--- config.mk ---
export PLATFORM = sky130hd
export DESIGN_NAME = key_macro_record_replay
export DESIGN_NICKNAME = d
export VERILOG_FILES = /design/src/hdl/kmrr_pkg.sv /design/src/hdl/kmrr_ctrl.sv /design/src/hdl/kmrr_dp.sv /design/src/hdl/key_macro_record_replay.sv
export SDC_FILE = /design/constraint.sdc
export NUM_CORES = 1
export LEC_CHECK = 0
export ABC_AREA = 1
export BUFFER_PORTS_ARGS = -buffer_cell sky130_fd_sc_hd__buf_2
export CAP_MARGIN = 5
export CORE_MARGIN = 10
export CORE_UTILIZATION = 56
export DETAILED_ROUTE_END_ITERATION = 8
export HOLD_SLACK_MARGIN = 0.02
export PLACE_DENSITY = 0.76
export REMOVE_ABC_BUFFERS = 1
export SYNTH_ARGS = -nofsm -noshare
export SYNTH_HDL_FRONTEND = slang
export SYNTH_SLANG_ARGS = --single-unit
export TNS_END_PERCENT = 20
--- constraint.sdc ---
create_clock -name clk -period 3.62 [get_ports clk]
set_input_delay 0.724 -clock clk [delete_from_list [all_inputs] [get_ports clk]]
set_output_delay 0.724 -clock clk [all_outputs]
set_load 0.005 [all_outputs]
--- src/hdl/kmrr_pkg.sv ---
// Shared types and constants for the key macro record/replay block.
// Used by kmrr_ctrl, kmrr_dp and the key_macro_record_replay top level.
package kmrr_pkg;

  // Default depth of the event store
  localparam int MAX_EVENTS_DEF = 32;

  // Configuration register indexes and widths
  localparam int CFG_INDEX_W = 2;
  localparam int CFG_DATA_W  = 16;
  localparam logic [CFG_INDEX_W-1:0] CFG_MACRO_KEY   = 2'd0;
  localparam logic [CFG_INDEX_W-1:0] CFG_CLICK_LIMIT = 2'd1;
  localparam logic [CFG_INDEX_W-1:0] CFG_CLEAR_AFTER = 2'd2;

  // Register reset values
  localparam logic [7:0]  MACRO_KEY_RST   = 8'd0;
  localparam logic [15:0] CLICK_LIMIT_RST = 16'd250;
  localparam logic [15:0] CLEAR_AFTER_RST = 16'd2000;

  // Previous code marker for "no key seen yet"
  localparam logic [8:0] NO_KEY = 9'd256;

  // Operating mode of the recorder
  typedef enum logic [1:0] {
    MODE_IDLE      = 2'd0,
    MODE_ACTIVATED = 2'd1,
    MODE_RECORDING = 2'd2
  } mode_t;

  // One key event request
  typedef struct packed {
    logic        key_down;
    logic [7:0]  key_code;
    logic [31:0] now_ms;
  } item_t;

  // One result
  typedef struct packed {
    logic       is_replay;
    logic       out_down;
    logic [7:0] out_code;
    logic       pass_on;
    logic       last;
  } result_t;

  // Controller to datapath commands
  typedef struct packed {
    logic load;          // capture the incoming request
    logic commit;        // apply mode, store and history updates
    logic rd_start;      // read store entry zero
    logic rd_next;       // read the following store entry
    logic emit_replay;   // drive a replayed event
    logic emit_verdict;  // drive the final verdict
  } ctrl_cmd_t;

  // Datapath to controller status
  typedef struct packed {
    mode_t mode;
    logic  is_macro;
    logic  prev_match;
    logic  dt_lt_click;
    logic  fill_zero;
    logic  rd_last;
  } dp_status_t;

endpackage

--- src/hdl/kmrr_ctrl.sv ---
// Sequencing controller for the key macro record/replay block.
// Depends on kmrr_pkg for the command and status structs.
module kmrr_ctrl (
  input  logic                clk,
  input  logic                rst,
  input  logic                start,
  output logic                busy,
  input  kmrr_pkg::dp_status_t status,
  output kmrr_pkg::ctrl_cmd_t  cmd
);

  typedef enum logic [1:0] {
    S_IDLE,
    S_EVAL,
    S_REPLAY,
    S_VERDICT
  } state_t;

  state_t state;
  state_t state_next;
  logic   do_replay;

  // Replay: second macro-key event matching the armed key, within the click limit, with a non-empty store
  assign do_replay = (status.mode == kmrr_pkg::MODE_ACTIVATED) && status.is_macro &&
                     status.prev_match && status.dt_lt_click && !status.fill_zero;

  assign busy = (state != S_IDLE);

  // Next state and commands
  always_comb begin
    state_next = state;
    cmd        = '0;
    case (state)
      S_IDLE: begin
        if (start) begin
          cmd.load   = 1'b1;
          state_next = S_EVAL;
        end
      end
      S_EVAL: begin
        cmd.commit = 1'b1;
        if (do_replay) begin
          cmd.rd_start = 1'b1;
          state_next   = S_REPLAY;
        end else begin
          cmd.emit_verdict = 1'b1;
          state_next       = S_IDLE;
        end
      end
      S_REPLAY: begin
        cmd.emit_replay = 1'b1;
        if (status.rd_last) begin
          state_next = S_VERDICT;
        end else begin
          cmd.rd_next = 1'b1;
        end
      end
      S_VERDICT: begin
        cmd.emit_verdict = 1'b1;
        state_next       = S_IDLE;
      end
      default: begin
        state_next = S_IDLE;
      end
    endcase
  end

  // State register
  always_ff @(posedge clk) begin
    if (rst) begin
      state <= S_IDLE;
    end else begin
      state <= state_next;
    end
  end

endmodule

--- src/hdl/kmrr_dp.sv ---
// Datapath for the key macro record/replay block: config registers,
// mode and history registers, event store and the result register.
// Depends on kmrr_pkg for types and constants.
module kmrr_dp #(
  parameter int MAX_EVENTS = kmrr_pkg::MAX_EVENTS_DEF
) (
  input  logic                                clk,
  input  logic                                rst,
  input  logic                                cfg_we,
  input  logic [kmrr_pkg::CFG_INDEX_W-1:0]    cfg_index,
  input  logic [kmrr_pkg::CFG_DATA_W-1:0]     cfg_data,
  input  kmrr_pkg::item_t                     item,
  input  kmrr_pkg::ctrl_cmd_t                 cmd,
  output kmrr_pkg::dp_status_t                status,
  output kmrr_pkg::result_t                   result,
  output logic                                strobe
);

  localparam int AW = (MAX_EVENTS > 1) ? $clog2(MAX_EVENTS) : 1;
  localparam int CW = $clog2(MAX_EVENTS + 1);
  localparam logic [CW-1:0] FILL_MAX = CW'(MAX_EVENTS);

  // Configuration
  logic [7:0]  macro_key;
  logic [15:0] click_limit_ms;
  logic [15:0] clear_after_ms;

  // Architectural state
  kmrr_pkg::mode_t mode;
  logic [8:0]      prev_code;
  logic [31:0]     prev_time;
  logic [CW-1:0]   fill_count;
  logic [8:0]      event_store [MAX_EVENTS];

  // Working registers
  kmrr_pkg::item_t item_q;
  logic            pass_hold;
  logic [CW-1:0]   rd_idx;
  logic [8:0]      rd_data;

  logic [31:0]   dt;
  logic          is_macro;
  logic          prev_match;
  logic          dt_lt_click;
  logic          dt_gt_clear;
  logic          pass_now;
  logic          not_full;
  logic [CW-1:0] rd_addr;
  logic [CW-1:0] rd_idx_inc;

  // Decision terms on the captured request
  assign is_macro    = (item_q.key_code == macro_key);
  assign prev_match  = (prev_code == {1'b0, item_q.key_code});
  assign dt          = item_q.now_ms - prev_time;
  assign dt_lt_click = (dt < {16'd0, click_limit_ms});
  assign dt_gt_clear = (dt > {16'd0, clear_after_ms});
  assign not_full    = (fill_count < FILL_MAX);
  assign pass_now    = !(((mode == kmrr_pkg::MODE_RECORDING) ||
                          (mode == kmrr_pkg::MODE_ACTIVATED)) && !is_macro);

  assign rd_idx_inc = rd_idx + CW'(1);
  assign rd_addr    = cmd.rd_start ? '0 : rd_idx_inc;

  assign status.mode        = mode;
  assign status.is_macro    = is_macro;
  assign status.prev_match  = prev_match;
  assign status.dt_lt_click = dt_lt_click;
  assign status.fill_zero   = (fill_count == '0);
  assign status.rd_last     = (rd_idx_inc == fill_count);

  // Configuration writes
  always_ff @(posedge clk) begin
    if (rst) begin
      macro_key      <= kmrr_pkg::MACRO_KEY_RST;
      click_limit_ms <= kmrr_pkg::CLICK_LIMIT_RST;
      clear_after_ms <= kmrr_pkg::CLEAR_AFTER_RST;
    end else if (cfg_we) begin
      case (cfg_index)
        kmrr_pkg::CFG_MACRO_KEY:   macro_key      <= cfg_data[7:0];
        kmrr_pkg::CFG_CLICK_LIMIT: click_limit_ms <= cfg_data;
        kmrr_pkg::CFG_CLEAR_AFTER: clear_after_ms <= cfg_data;
        default: ;
      endcase
    end
  end

  // Request capture
  always_ff @(posedge clk) begin
    if (cmd.load) begin
      item_q <= item;
    end
  end

  // Mode, history and fill count updates
  always_ff @(posedge clk) begin
    if (rst) begin
      mode       <= kmrr_pkg::MODE_IDLE;
      prev_code  <= kmrr_pkg::NO_KEY;
      prev_time  <= '0;
      fill_count <= '0;
    end else if (cmd.commit) begin
      case (mode)
        kmrr_pkg::MODE_RECORDING: begin
          if (is_macro) begin
            mode <= kmrr_pkg::MODE_IDLE;
          end else if (not_full) begin
            fill_count <= fill_count + CW'(1);
          end
        end
        kmrr_pkg::MODE_ACTIVATED: begin
          if (is_macro) begin
            // long hold empties the store; short click replays (no change here)
            if (prev_match && !dt_lt_click && dt_gt_clear) begin
              fill_count <= '0;
            end
            mode <= kmrr_pkg::MODE_IDLE;
          end else begin
            // first recorded event starts a fresh macro
            mode       <= kmrr_pkg::MODE_RECORDING;
            fill_count <= CW'(1);
          end
        end
        default: begin
          mode      <= is_macro ? kmrr_pkg::MODE_ACTIVATED : kmrr_pkg::MODE_IDLE;
          prev_code <= {1'b0, item_q.key_code};
          prev_time <= item_q.now_ms;
        end
      endcase
    end
  end

  // Event store write and read
  always_ff @(posedge clk) begin
    if (cmd.commit && !is_macro) begin
      if (mode == kmrr_pkg::MODE_RECORDING && not_full) begin
        event_store[fill_count[AW-1:0]] <= {item_q.key_down, item_q.key_code};
      end else if (mode == kmrr_pkg::MODE_ACTIVATED) begin
        event_store[0] <= {item_q.key_down, item_q.key_code};
      end
    end
    if (cmd.rd_start || cmd.rd_next) begin
      rd_data <= event_store[rd_addr[AW-1:0]];
    end
  end

  // Replay index and held verdict
  always_ff @(posedge clk) begin
    if (cmd.rd_start) begin
      rd_idx <= '0;
    end else if (cmd.rd_next) begin
      rd_idx <= rd_idx_inc;
    end
    if (cmd.commit) begin
      pass_hold <= pass_now;
    end
  end

  // Result register, one-cycle strobe
  always_ff @(posedge clk) begin
    if (rst) begin
      strobe <= 1'b0;
    end else begin
      strobe <= cmd.emit_replay || cmd.emit_verdict;
    end
  end

  always_ff @(posedge clk) begin
    if (cmd.emit_replay) begin
      result.is_replay <= 1'b1;
      result.out_down  <= rd_data[8];
      result.out_code  <= rd_data[7:0];
      result.pass_on   <= 1'b0;
      result.last      <= 1'b0;
    end else if (cmd.emit_verdict) begin
      result.is_replay <= 1'b0;
      result.out_down  <= 1'b0;
      result.out_code  <= '0;
      result.pass_on   <= cmd.commit ? pass_now : pass_hold;
      result.last      <= 1'b1;
    end
  end

endmodule

--- src/hdl/key_macro_record_replay.sv ---
// Key macro recorder/replayer top level: controller plus datapath.
// A no-replay request is captured on accept; S_EVAL commits it and issues the verdict
// strobe, and busy is high only in S_EVAL. A replay holds busy through S_EVAL, an
// S_REPLAY per stored event (one store read per cycle) and S_VERDICT; results stream
// on consecutive cycles and the verdict follows the last one.
// Reset (rst, synchronous): idle mode, empty store, default config; store contents stay.
module key_macro_record_replay #(
  parameter int MAX_EVENTS = kmrr_pkg::MAX_EVENTS_DEF
) (
  input  logic                             clk,
  input  logic                             rst,
  input  logic                             start,
  output logic                             busy,
  input  kmrr_pkg::item_t                  item,
  output kmrr_pkg::result_t                result,
  output logic                             strobe,
  input  logic                             cfg_we,
  input  logic [kmrr_pkg::CFG_INDEX_W-1:0] cfg_index,
  input  logic [kmrr_pkg::CFG_DATA_W-1:0]  cfg_data
);

  kmrr_pkg::ctrl_cmd_t  cmd;
  kmrr_pkg::dp_status_t status;

  // Sequencer
  kmrr_ctrl u_ctrl (
    .clk    (clk),
    .rst    (rst),
    .start  (start),
    .busy   (busy),
    .status (status),
    .cmd    (cmd)
  );

  // Registers, store and result
  kmrr_dp #(
    .MAX_EVENTS (MAX_EVENTS)
  ) u_dp (
    .clk       (clk),
    .rst       (rst),
    .cfg_we    (cfg_we),
    .cfg_index (cfg_index),
    .cfg_data  (cfg_data),
    .item      (item),
    .cmd       (cmd),
    .status    (status),
    .result    (result),
    .strobe    (strobe)
  );

endmodule
==> flow_summary_export.csv, run 1 <==
group,metric,value,unit
clock_tree,cts_buffers,46,
clock_tree,cts_tree,"done",
clock_tree,clkSlewWorstSetupHoldPaths,60,ps
detailed_routing,drt_iter0_markers,1875,
yosys,syn_area,21700,um^2
detailed_routing,vias,17800,
setup_path,arrival,4340,ps
floorplanning,row_count,72,
clock_tree,root_buffer,"clkbuf_16",
detailed_routing,wl_per_cell,20.1,um
timing,fin_setup_tns,-3490,ps
global_routing,grt_pass1_wl,94800,um
setup_path,crit_type,"reg2reg",
power,p_sw,0.00355,W
flow_run,max_cap_violations,0,
floorplanning,die_width,217,um
power,sequentialPowerShare,44.0,%
yosys,synth_edf_count,347,
finish,finalNetCount,2709,
detailed_routing,drtPass1Iterations,6,
setup_path,ff2ff_setup_slack,-350,ps
detailed_routing,drc,0,
setup_path,endpoint,"u_dp.rd_data[8]",
power,power.density,479,nW/um^2
clock_tree,cts_sinks,449,
power,total_power,0.0130,W
status,outcome,"finished with violations",
timing,drv_slew,0,
yosys,ys_warn_count,0,
timing,slew_headroom,33.9,%
detailed_routing,vias_per_cell,5.70,
yosys,netlist-cell-type-count,42,
finish,area_growth,25.0,%
yosys,ys.flop_type,"edfxtp_1",
timing,hold_violations,0,
clock_tree,htree_levels,2,
global_routing,antenna_found_initial,1,
setup_path,critical_path.max_stage_delay,430,ps
clock_tree,clockBufferDepth,3,
timing,rsz0062_at_grt,"yes",
power,combPwrFrac,18.5,%
global_routing,grt_max_degree,96,
timing,fmax,252,MHz
timing,holdWs,287,ps
yosys,synthCells,2340,
global_routing,grt-ovfl-total,0,
timing,setup_viol,15,
setup_path,r2r_end,"u_dp.rd_data[8]",
timing,setup_ws,-348,ps
setup_path,crit_path_frequent_cell,"nand2_1",
detailed_routing,detail-route-antenna-nets,0,
power,p_leak,11.5,nW
timing,fin_crit_sh,110,%
worst_hold_path,hold_path.class,"in2reg",
yosys,synth_top_area_share,48.0,%
setup_path,timing.rr.start,"u_dp.item_q[2]",
floorplanning,die_h,217,um
finish,final_cell_area,27100,um^2
place,dp_hpwl,39600,um
yosys,synth_area_leaders,"edfxtp_1 48%, dfxtp_1 9.4%, nand2_1 7.6%",
place,place_ws,-738,ps
setup_path,reg2reg_depth,25,
power,p_int,0.00946,W
detailed_routing,wl,63000,um
floorplanning,initial_core_util,56.4,%
setup_path,cp_max_fo,9,
setup_path,endpoint_kind,"flop",
place,place.gp.congestion,0.979,
timing,fin_crit,3970,ps
floorplanning,core,38500,um^2
power,swShare,27.3,%
status,failed_checks,"negative setup slack",
place,placed_cell_area,23700,um^2
timing,tightest_slew,988,ps
setup_path,crit_start,"u_dp.item_q[2]",
power,p_clk_share,37.5,%
yosys,synthArstFlopShare,0,%
setup_path,critPathLaunchType,"flop",
finish,num-fill-cells,2763,
setup_path,crit_required,3990,ps
floorplanning,io_pins,77,
clock_tree,ctsHoldBuffers,0,
yosys,ys_seq_area_share,57.4,%
timing,skew,44.9,ps
place,io_buffers,76,
global_routing,grt.total_usage,25.5,%
clock_tree,clock_latency,620,ps
yosys,ys_seq_elements,449,
power,vdd_drop_max,0.424,mV
setup_path,critPathSlowestCell,"edfxtp_1",
floorplanning,dieArea,47000,um^2
yosys,avgSynthCellArea,9.28,um^2
yosys,synth_top_area_cell,"edfxtp_1",
finish,n_antenna_cell,0,
finish,drive_above_1_share,24.2,%
global_routing,grt_pass1_vias,17500,
## worst min path at each step
stage / endpoint / cells past startpoint / startpoint / slack, ps
after floorplan: u_dp.prev_code[8] / 2 / u_dp.prev_code[8] / 420
after global placement: u_dp.prev_code[8] / 2 / u_dp.prev_code[8] / 440
after detailed placement: u_dp.prev_code[8] / 2 / u_dp.prev_code[8] / 440
after CTS: u_dp.item_q[26] / 1 / item[26] / 270
after global routing: u_dp.item_q[24] / 1 / item[24] / 280
final: u_dp.item_q[26] / 1 / item[26] / 290
## critical path, delay by kind of cell, from the launching register on
family                   cells  cell delay [ps]
AND/OR/NAND/NOR             15             1570
adder cells (fa/ha/maj)      2              590
flip-flops                   1              430
XOR/XNOR                     1              170
AO/OA/AOI/OAI                2              270
buffers and inverters        5              720
## synth_stat cells, drive strengths merged, types with 2 or more instances
master,number
a211oi,4
a21oi,108
and2,3
buf,42
clkbuf,50
clkinv,2
dfxtp,102
edfxtp,347
ha,67
inv,366
nand2,444
nand3,296
nand3b,48
nand4,12
nor2,190
nor3,11
o2111ai,37
o211ai,12
o21a,3
o21ai,94
o21bai,3
o22ai,4
or2,59
xnor2,6
xor2,22
## metrics by stage
step / instances / utilization (%)
floorplan: 2248 / -
global placement: 3004 / 61.6
detailed placement: 3004 / 61.6
CTS: 3117 / 68.6
global route: 3133 / 70.6
finish: 3133 / 70.6
## cell families after synthesis
kind of cell | share of synthesized area [%]
and+or+nand+nor | 22.1
buffers and inverters | 8.22
DFF | 57.4
AOI/OAI and AO/OA | 7.22
adders and majority gates | 3.95
xor gates and xnor gates | 1.13
## cell usage in the layout (no fill, tap or decap), types with 9 or more instances in the layout
master,count
buf_2,76
a21oi_1,100
nand4_1,11
nand3_1,211
nand2_4,11
nor2_1,165
clkbuf_16,52
o2111ai_1,27
o21ai_0,80
buf_4,166
nand3_2,80
buf_12,17
nand2_2,31
o2111ai_2,9
inv_1,353
inv_2,10
nand2_1,401
or2_2,59
ha_1,49
xor2_1,14
o211ai_1,12
nand3b_1,48
nor3_1,9
nor2_2,20
edfxtp_1,347
dfxtp_1,102
clkbuf_1,12
o21ai_1,11
ha_4,18
## flip-flops by register name (all words and copies together), names as in the netlist, 2 cells and up, named ones only
register,flops
u_dp.mode,2
u_dp.fill_count,6
u_dp.rd_idx,6
u_dp.prev_code,9
u_dp.prev_time,32
u_dp.item_q,41
u_dp.result,12
u_dp.event_store,288
u_dp.clear_after_ms,16
u_dp.rd_data,9
u_dp.click_limit_ms,16
u_dp.macro_key,8
## power by group through the flow
stage                     logic [W]  clock network [W]  registers (W)
final                       0.00241            0.00488        0.00572
after global routing        0.00261            0.00513        0.00573
after CTS                   0.00220            0.00491        0.00572
after detailed placement    0.00194                  0        0.00582
after global placement      0.00190                  0        0.00582
after floorplan             0.00111                  0        0.00584
## cell type report
type	count	area, um^2	area share, %
Timing Repair Buffer	281	2430	8.96
Tap cell	518	648	2.39
Sequential cell	449	12500	45.9
Clock inverter	22	287	1.06
Clock buffer	63	1260	4.66
Inverter	368	1390	5.12
Multi-Input combinational cell	1432	8660	31.9
## repair_timing
| action | in CTS | in global routing |
|---|---|---|
| setup endpoints to repair | 38 | 103 |
| endpoints found under the hold margin | 0 | 0 |
| cloned | 7 | 9 |
| gates resized for setup | 156 | 117 |
| pin swaps | 46 | 51 |
| buffers inserted | 21 | 9 |
## layer usage
metal | routed length [um] | share of wire [%] | GRT usage (%) | vias to the layer above
met5 | 20 | 0.032 | 0 | -
met4 | 4040 | 6.4 | 15.6 | 2
met3 | 4980 | 7.9 | 4.49 | 243
met2 | 30600 | 49 | 43.3 | 913
met1 | 23300 | 37 | 29.6 | 8384
li1 | - | - | - | 8303
Note: power is estimated with default switching activity, not from simulation.
==> run 2, diff against run 1 <==
- PLACE_DENSITY: 0.76 -> 0.85
- SLEW_MARGIN: default -> 20
==> run 2 against run 1 <==
Effect of this change: the flow still finishes with violations (negative setup slack); utilization grew 0.91 points; setup slack got worse by 250 ps; flip-flop and latch count unchanged; critical endpoint is now u_dp.rd_data[3]; largest power group unchanged; clock-buffer cell count rose by 3; die area is the same; cell count rose by 0.89%; critical path depth up 3; routed wire length is 4.8% higher; non-clock buffer count up 27; first-iteration DRC count is 13% higher; clock skew fell by 3.1 ps.
==> flow_summary_export.csv, run 2 (synthesized netlist as in run 1, its figures left out) <==
group,metric,value,unit
power,vdd_drop_max,0.448,mV
clock_tree,clock_latency,610,ps
timing,fin_crit_sh,116,%
timing,setup_ws,-595,ps
finish,layout_common_cells,"381 x nand2_1, 352 x inv_1, 347 x edfxtp_1, 209 x nand3_1, 177 x buf_4",
place,placed_cell_area,23900,um^2
finish,largest_reg_flops,288,
timing,tightest_slew,896,ps
detailed_routing,wl,66000,um
timing,rsz0062_at_grt,"yes",
detailed_routing,drc,0,
finish,final_common_cell,"nand2_1",
clock_tree,cts_sinks,449,
detailed_routing,detail-route-antenna-nets,0,
setup_path,critical_path.top_delay_family,"simple AND/OR/NAND/NOR gates",
global_routing,grt.total_usage,25.5,%
place,place.gp.congestion,1.01,
detailed_routing,vias,18400,
setup_path,crit_required,3970,ps
clock_tree,clkSlewWorstSetupHoldPaths,60,ps
setup_path,endpoint_kind,"flop",
detailed_routing,drtPass1Iterations,9,
finish,area_growth,26.6,%
floorplanning,row_count,72,
floorplanning,initial_core_util,56.4,%
global_routing,grt-ovfl-total,0,
finish,final_cell_area,27500,um^2
status,failed_checks,"negative setup slack",
power,p_leak,11.7,nW
floorplanning,io_pins,77,
flow_run,max_cap_violations,0,
timing,setup_viol,25,
timing,drv_slew,0,
global_routing,grt_pass1_vias,18100,
global_routing,antenna_found_initial,1,
setup_path,arrival,4560,ps
floorplanning,die_width,217,um
finish,drive_above_1_share,25.5,%
setup_path,critical_path.max_stage_delay,460,ps
finish,largest-register,"u_dp.event_store",
setup_path,crit_path_frequent_cell,"nand2_1",
timing,fin_setup_tns,-8190,ps
setup_path,critPathLaunchType,"flop",
setup_path,cp_max_fo,8,
setup_path,critPathSlowestCell,"edfxtp_1",
floorplanning,core,38500,um^2
global_routing,grt_max_degree,63,
finish,n_antenna_cell,0,
clock_tree,clockBufferDepth,3,
place,dp_hpwl,38900,um
detailed_routing,wl_per_cell,20.9,um
floorplanning,die_h,217,um
worst_hold_path,hold_path.class,"in2reg",
clock_tree,cts_buffers,47,
status,outcome,"finished with violations",
clock_tree,root_buffer,"clkbuf_16",
place,place_ws,-702,ps
clock_tree,cts_tree,"done",
clock_tree,htree_levels,2,
detailed_routing,vias_per_cell,5.82,
setup_path,crit_type,"reg2reg",
finish,reg_top3,"u_dp.event_store x288, u_dp.item_q x41, u_dp.prev_time x32",
power,total_power,0.0131,W
finish,finalNetCount,2736,
detailed_routing,drt_iter0_markers,2119,
setup_path,critPathBufInv,6,
power,power.density,478,nW/um^2
timing,slew_headroom,40.0,%
timing,fmax,237,MHz
timing,hold_violations,0,
timing,fin_crit,4220,ps
floorplanning,dieArea,47000,um^2
place,io_buffers,76,
timing,skew,41.9,ps
global_routing,grt_pass1_wl,95500,um
run 2: metrics by stage:
step	util (%)	hold WS, ps	std cells
6_report	71.5	321	3161
5_1_grt	71.5	306	3161
4_1_cts	69.2	298	3146
3_5_place_dp	62.0	445	3016
3_3_place_gp	62.0	431	3016
2_1_floorplan	-	420	2248
run 2: power breakdown:
group	switching, W	total [W]	internal, W
Clock	0.00201	0.00480	0.00278
Sequential	0.0000625	0.00572	0.00566
Combinational	0.00153	0.00263	0.00110
run 2: worst paths after layout:
kind,from,end,slack [ps],cells past startpoint
min,item[27],u_dp.item_q[27],320,1
min reg2reg,u_dp.prev_time[25],u_dp.prev_time[25],450,2
max,u_dp.item_q[7],u_dp.rd_data[3],-600,28
max reg2reg,u_dp.item_q[7],u_dp.rd_data[3],-600,28
run 2: repair_timing:
item | in CTS | in global routing
hold buffers | 0 | 0
pin swaps | 42 | 64
setup endpoints to repair | 37 | 76
buffers inserted | 35 | 15
resized for setup | 150 | 173
cloned | 9 | 2
run 2: layer usage:
metal,share of wire [%],global-route usage [%]
met3,8.6,4.49
met2,49,44.7
met4,7.3,16.2
met5,0.020,0
met1,35,28.5
run 2: final cells by class:
cell class / instances / area (um^2)
Clock buffer: 66 / 1290
Clock inverter: 21 / 231
Fill cell: 2444 / 11000
Inverter: 368 / 1390
Multi-Input combinational cell: 1431 / 8720
Sequential cell: 449 / 12500
Tap cell: 518 / 648
Timing Repair Buffer: 308 / 2760
